--- config.mk ---
export PLATFORM = sky130hd
export DESIGN_NAME = lasm_exit_check
export DESIGN_NICKNAME = d
export VERILOG_FILES = /design/src/sv/led_animation_state_machine_macros.svh /design/src/sv/lasm_pkg.sv /design/src/sv/lasm_exit_check.sv
export SDC_FILE = /design/constraint.sdc
export NUM_CORES = 1
export LEC_CHECK = 0
export ABC_AREA = 1
export BUFFER_PORTS_ARGS = -buffer_cell sky130_fd_sc_hd__buf_2
export CORE_UTILIZATION = 60
export CTS_CLUSTER_DIAMETER = 50
export DETAILED_ROUTE_END_ITERATION = 10
export PLACE_DENSITY_LB_ADDON = 0.2
export SYNTH_ARGS = -nofsm -noshare
export SYNTH_HDL_FRONTEND = slang
export SYNTH_SLANG_ARGS = --single-unit
export TNS_END_PERCENT = 100
--- constraint.sdc ---
create_clock -name clock -period 19.16 [get_ports clock]
set_clock_uncertainty 0.1 [all_clocks]
set_input_delay 3.832 -clock clock [delete_from_list [all_inputs] [get_ports clock]]
set_output_delay 3.832 -clock clock [all_outputs]
set_load 0.01 [all_outputs]
--- src/sv/led_animation_state_machine_macros.svh ---
// ----------------------------------------------------------------------------
// led_animation_state_machine_macros
// assertion macros for the led animation block
// ----------------------------------------------------------------------------
`ifndef LED_ANIMATION_STATE_MACHINE_MACROS_SVH
`define LED_ANIMATION_STATE_MACHINE_MACROS_SVH
// a condition implies something in the next cycle
`define LASM_ASSERT_NEXT(label, clk, rst, cond, nxt, msg) \
   label: assert property (@(posedge clk) disable iff (rst) (cond) |=> (nxt)) else $error(msg);
// a condition implies something in the same cycle
`define LASM_ASSERT_NOW(label, clk, rst, cond, prop, msg) \
   label: assert property (@(posedge clk) disable iff (rst) (cond) |-> (prop)) else $error(msg);
`endif

--- src/sv/lasm_pkg.sv ---
// ----------------------------------------------------------------------------
// lasm_pkg
// types and constants shared by the led animation block
// ----------------------------------------------------------------------------
`default_nettype none
package lasm_pkg;

   typedef enum logic [2:0] {
      OP_FRAME     = 3'd0,
      OP_LOAD_ANIM = 3'd1,
      OP_LOAD_EXIT = 3'd2,
      OP_LOAD_ST   = 3'd3,
      OP_LOAD_LIST = 3'd4,
      OP_RESTART   = 3'd5
   } op_type;

   typedef enum logic [2:0] {
      ST_IDLE,
      ST_ANIM,
      ST_PREFIX,
      ST_LIST,
      ST_EXIT,
      ST_TEST,
      ST_COLOUR,
      ST_OUT
   } fsm_type;

   localparam logic [1:0] REPEAT_WRAP   = 2'd1;
   localparam logic [1:0] REPEAT_BOUNCE = 2'd2;
   localparam logic [1:0] METH_BINARY = 2'd1;
   localparam logic [1:0] METH_LERP   = 2'd2;
   localparam logic [2:0] DIR_NORTH   = 3'd1;
   localparam logic [2:0] DIR_EAST    = 3'd2;
   localparam logic [2:0] DIR_SOUTH   = 3'd3;
   localparam logic [2:0] DIR_WEST    = 3'd4;
   localparam int         NEUTRAL_R2  = 25;
   localparam int         CENTRE      = 127;

   typedef struct packed {
      logic [7:0]  trigger_right;
      logic [7:0]  trigger_left;
      logic [7:0]  cstick_y;
      logic [7:0]  cstick_x;
      logic [7:0]  joy_y;
      logic [7:0]  joy_x;
      logic [15:0] buttons;
      logic [9:0]  load_extra;
      logic [63:0] load_word;
      logic [5:0]  index;
      logic [2:0]  op;
   } req_type;

   typedef struct packed {
      logic       exit_taken;
      logic [3:0] state_now;
      logic [7:0] blue;
      logic [7:0] green;
      logic [7:0] red;
   } rsp_type;

   // exit test inputs gathered for the condition checker
   typedef struct packed {
      logic [20:0] cond;
      logic [52:0] lim;
      logic [7:0]  frac;
   } exit_chk_type;

endpackage
`default_nettype wire

--- src/sv/lasm_exit_check.sv ---
// ----------------------------------------------------------------------------
// lasm_exit_check
// tests one exit entry against the controller inputs, registered result
// ----------------------------------------------------------------------------
`default_nettype none
module lasm_exit_check (
   input  wire                    clock,
   input  lasm_pkg::exit_chk_type chk,
   input  lasm_pkg::req_type      req,
   output logic                   pass_ff
);

   logic        pass_in;
   logic [6:0]  amask;
   logic [15:0] bmask;
   logic [4:0]  succ;
   logic [4:0]  need;
   logic [6:0]  hit;

   function automatic logic stick_in(input logic [2:0] dir, input logic [7:0] x,
                                     input logic [7:0] y);
      logic signed [8:0]  dx;
      logic signed [8:0]  dy;
      logic        [8:0]  ax;
      logic        [8:0]  ay;
      logic        [16:0] r2;
      logic               neu;
      dx  = $signed({1'b0, x}) - 9'sd127;
      dy  = $signed({1'b0, y}) - 9'sd127;
      ax  = dx[8] ? 9'(-dx) : 9'(dx);
      ay  = dy[8] ? 9'(-dy) : 9'(dy);
      r2  = (17'(ax) * 17'(ax)) + (17'(ay) * 17'(ay));
      neu = (r2 <= 17'(lasm_pkg::NEUTRAL_R2));
      case (dir)
         lasm_pkg::DIR_NORTH: stick_in = !neu && !dy[8] && (ax <= ay);
         lasm_pkg::DIR_EAST:  stick_in = !neu && !dx[8] && (ay < ax);
         lasm_pkg::DIR_SOUTH: stick_in = !neu && dy[8] && (ax <= ay);
         lasm_pkg::DIR_WEST:  stick_in = !neu && dx[8] && (ay < ax);
         default:             stick_in = neu;
      endcase
   endfunction

   always_comb begin
      bmask  = chk.cond[20:5];
      amask  = chk.lim[6:0];
      hit[0] = stick_in(chk.lim[9:7], req.joy_x, req.joy_y);
      hit[1] = stick_in(chk.lim[12:10], req.cstick_x, req.cstick_y);
      hit[2] = req.trigger_left > chk.lim[20:13];
      hit[3] = req.trigger_left < chk.lim[28:21];
      hit[4] = req.trigger_right > chk.lim[36:29];
      hit[5] = req.trigger_right < chk.lim[44:37];
      hit[6] = chk.frac >= chk.lim[52:45];
      succ   = 5'($countones(bmask & req.buttons)) + 5'($countones(amask & hit));
      need   = 5'($countones(bmask)) + 5'($countones(amask));
      pass_in = chk.cond[4] ? (succ != 5'd0) : (succ >= need);
   end

   always_ff @(posedge clock) begin
      pass_ff <= pass_in;
   end

endmodule
`default_nettype wire

==> impl_metrics.py, run 1 <==
metrics = {
    "critical_path": {
        "path_class": "input pin to flip-flop",
        "cpMostUsedCell": "fa_1",
        "crit_slowest_cell": "xor2_1",
        "path_buf_inv": 13,
        "cp.arrival_ps": 16260,
        "crit_path_end_kind": "flip-flop",
        "startpoint_type": "input pin",
        "crit_path_start": "req[123]",
        "required_ps": 18910,
        "cpLargestDelayFamily": "adder cells",
        "worst_path_largest_cell_delay_ps": 590,
        "critPathMaxFanout": 14,
    },
    "logic_synthesis": {
        "ys_async_sr_fraction": 0,
        "synth_common_cells": "507 x inv_1, 226 x nand2_1, 222 x fa_1",
        "synth_edf_count": 0,
        "synthCells": 1647,
        "synth.area.top_cells": "fa_1 35%, ha_1 19%, inv_1 15%",
        "ys.flop_type": "dfxtp_1",
        "ys_seq_area_frac": 0.001599,
        "yosysMostFrequentCell": "inv_1",
        "synth-seq-cells": 1,
        "syn_area_per_cell_sq_um": 7.601,
        "synth_top_cell_area_share": 0.3550,
        "syn_area_sq_um": 12520,
        "netlist.top_cell.by_area": "fa_1",
        "yosysWarnings": 0,
        "synth_cell_types": 53,
    },
    "clock_tree": {
        "ctsResizeCount": 0,
        "cts.reportedPaths.clkPinSlew_ps": 0,
        "ctsHoldBuffers": 0,
        "post_cts_buffers": 0,
    },
    "floorplan": {
        "initial_utilization": 0.6148,
        "die_w_um": 146.5,
        "die_area_sq_um": 21450,
        "core_sq_um": 20360,
        "rows": 52,
        "die_h_um": 146.5,
        "pin_count": 231,
    },
    "global_route": {
        "overflow": 0,
        "grt_pass1_wl_um": 45820,
        "track_usage": 0.2579,
        "antenna_found_initial": 0,
        "grt_max_degree": 15,
        "grt_pass1_vias": 10629,
    },
    "drt": {
        "routedWlPerCell_um": 12.29,
        "ant_nets": 0,
        "drtPass1Iterations": 6,
        "viasPerCell": 4.902,
        "vias": 10295,
        "wl_um": 25810,
        "drtIter0Drc": 351,
        "drcViolationCount": 0,
    },
    "sta": {
        "fin_setup_tns_ps": 0,
        "clock.fmax_ghz": 0.06057,
        "fin_crit_sh": 0.8617,
        "finalHoldViolations": 0,
        "final_max_slew_viol_count": 0,
        "setup_viol_count_final": 0,
        "worst_slack_ps": 2650,
        "fin_hold_ws_ps": 4007,
        "rsz0062_at_grt": "no",
        "worst_pin_slew_ps": 734.8,
        "min_period_ps": 16510,
        "relSlewSlack": 0.5085,
    },
    "worst_hold_path": {
        "whs_path_depth": 2,
        "hp-start": "chk[65]",
        "hold_class": "input pin to flip-flop",
        "holdPathEnd": "pass_ff",
    },
    "finish": {
        "fillCellCount": 1760,
        "multi_input_area_sq_um": 10660,
        "register_area_sq_um": 20.02,
        "syn2layout_area_growth_pct": 9.555,
        "diodes": 0,
        "largest-register": "pass_ff",
        "stdcell_area_sq_um": 13720,
        "drive_gt1_frac": 0.1158,
        "top_regs": "pass_ff: 1 flops",
        "final_nets": 2477,
        "largest_register_ffs": 1,
    },
    "placed_design": {
        "dp_slack_ps": 2663,
        "gp_congestion": 0.8629,
        "hpwl_um": 23620,
        "dpl-instance-area_sq_um": 13720,
        "numPortBuffers": 143,
    },
    "outcome": {
        "status": "finished, final reports clean",
    },
    "run": {
        "maxCapViolCount": 0,
    },
}
-- how the worst max path moves through the flow --
stage | slack [ps] | endpoint | depth (start not counted)
after floorplan | 4100 | pass_ff | 57
after global placement | 2830 | pass_ff | 57
after detailed placement | 2660 | pass_ff | 52
after CTS | 2660 | pass_ff | 52
after global routing | 1900 | pass_ff | 58
final | 2650 | pass_ff | 53
-- final cells by class --
class / instances / area share
Inverter: 524 / 0.1434
Multi-Input combinational cell: 1160 / 0.7772
Sequential cell: 1 / 0.001460
Tap cell: 270 / 0.02463
Timing Repair Buffer: 145 / 0.05327
-- stage by stage --
step / std cells / utilization
finish: 2100 / 0.6735
floorplan: 1693 / -
global placement: 2100 / 0.6735
detailed placement: 2100 / 0.6735
global route: 2100 / 0.6735
CTS: 2100 / 0.6735
-- kinds of logic (layout without fill, tap and decap cells) --
kind of cell               count (synthesis)  count (layout)  share of synthesized area
DFF                                        1               1                   0.001599
buffers and inverters                    532             669                     0.1607
and+or+nand+nor                          520             520                     0.1788
other                                      2              48                  0.0005999
AOI/OAI and AO/OA                        106             106                    0.05147
adders and majority gates                415             415                     0.5479
xor gates and xnor gates                  71              71                    0.05896
-- layout by cell type (no fill, tap or decap), types with 6 or more instances in the layout --
cell type,instances
conb_1,48
or2_2,8
nor2_2,6
fa_1,222
buf_2,143
inv_1,507
o21ai_0,30
nor2_1,174
xnor2_1,25
a21oi_1,42
xor2_1,35
nand2_1,226
nand4_1,15
inv_2,17
ha_1,193
nand3_1,53
nand2_2,8
-- routing by layer --
| metal | vias to the layer above | global-route usage | routed length [um] |
|---|---|---|---|
| met3 | 18 | 0.01563 | 1220 |
| li1 | 5170 | - | - |
| met4 | 0 | 0.02344 | 238 |
| met1 | 4907 | 0.3367 | 11220 |
| met2 | 200 | 0.4848 | 13130 |
| met5 | - | 0 | 0 |
Power of run 1 is not shown: default switching activity piles up to over one toggle a cycle in this logic, so the estimate is an artifact.
==> run 2: changes to the inputs <==
CORE_ASPECT_RATIO = 0.8   (was default)
SLEW_MARGIN = 20   (was default)
==> impl_metrics.py, run 2 (synthesis gave the netlist of run 1 again) <==
metrics = {
    "clock_tree": {
        "ctsHoldBuffers": 0,
        "ctsResizeCount": 0,
        "post_cts_buffers": 0,
        "cts.reportedPaths.clkPinSlew_ps": 0,
    },
    "floorplan": {
        "pin_count": 231,
        "core_sq_um": 20140,
        "die_area_sq_um": 21450,
        "die_h_um": 131.2,
        "rows": 46,
        "die_w_um": 163.5,
        "initial_utilization": 0.6215,
    },
    "finish": {
        "diodes": 0,
        "drive_gt1_frac": 0.1149,
        "largest-register": "pass_ff",
        "final_nets": 2475,
        "top_regs": "pass_ff: 1 flops",
        "mostFrequentLayoutCells": "507 x inv_1, 226 x nand2_1, 222 x fa_1",
        "syn2layout_area_growth_pct": 9.374,
        "largest_register_ffs": 1,
        "layout_commonest_cell": "inv_1",
    },
    "sta": {
        "rsz0062_at_grt": "no",
        "min_period_ps": 16780,
        "fin_crit_sh": 0.8757,
        "worst_pin_slew_ps": 1006,
        "finalHoldViolations": 0,
        "clock.fmax_ghz": 0.05960,
        "fin_setup_tns_ps": 0,
        "setup_viol_count_final": 0,
        "relSlewSlack": 0.3269,
        "final_max_slew_viol_count": 0,
    },
    "drt": {
        "drtPass1Iterations": 7,
        "routedWlPerCell_um": 12.86,
        "ant_nets": 0,
        "drcViolationCount": 0,
        "drtIter0Drc": 504,
        "vias": 10223,
        "viasPerCell": 4.887,
        "wl_um": 26900,
    },
    "outcome": {
        "status": "finished, final reports clean",
    },
    "worst_hold_path": {
        "hp-start": "chk[65]",
        "holdPathEnd": "pass_ff",
        "whs_path_depth": 2,
        "hold_class": "input pin to flip-flop",
    },
    "global_route": {
        "antenna_found_initial": 1,
        "grt_pass1_vias": 10447,
        "grt_max_degree": 15,
        "track_usage": 0.2651,
        "overflow": 0,
        "grt_pass1_wl_um": 46560,
    },
    "critical_path": {
        "crit_slowest_cell": "xor2_1",
        "worst_path_largest_cell_delay_ps": 610,
        "startpoint_type": "input pin",
        "critPathMaxFanout": 14,
        "crit_path_end_kind": "flip-flop",
        "required_ps": 18910,
        "cpLargestDelayFamily": "adder cells",
        "path_class": "input pin to flip-flop",
        "path_buf_inv": 14,
        "cpMostUsedCell": "fa_1",
        "cp.arrival_ps": 16530,
    },
    "placed_design": {
        "numPortBuffers": 143,
        "hpwl_um": 24990,
        "gp_congestion": 0.9108,
    },
    "run": {
        "maxCapViolCount": 0,
    },
}
## run 2: worst max path at each step
stage / cells after the start / slack, ps / end / from
after floorplan: 57 / 4100 / pass_ff / req[107]
after global placement: 58 / 2730 / pass_ff / req[107]
after detailed placement: 58 / 2480 / pass_ff / req[107]
after CTS: 58 / 2460 / pass_ff / req[107]
after global routing: 57 / 1720 / pass_ff / req[107]
final: 54 / 2380 / pass_ff / req[123]
## run 2: routing by layer
metal | vias up | global-route usage | wire, um
met5 | - | 0 | 0
met2 | 289 | 0.4317 | 12110
met3 | 6 | 0.02904 | 1827
met1 | 4767 | 0.3961 | 12920
met4 | 0 | 0.01440 | 43
li1 | 5161 | - | -
## run 2: area by class of cell
class	instances	area [sq um]
tap	264	330.3
multi-input combinational	1160	10660
sequential	1	20.02
timing repair buffer	143	715.7
inverter	524	1967
fill	1758	6451
## run 2: through the flow
stage                     cell area [sq um]  worst slack [ps]  hold WS [ps]  utilization  instances
after floorplan                       12690              4105          3860            -       1693
after global placement                13690              2732          3990       0.6798       2092
after detailed placement              13690              2478          4019       0.6798       2092
after CTS                             13690              2460          4021       0.6798       2092
after global routing                  13690              1716          4031       0.6798       2092
final                                 13690              2381          4013       0.6798       2092
Power of run 2 is left out for the same reason.
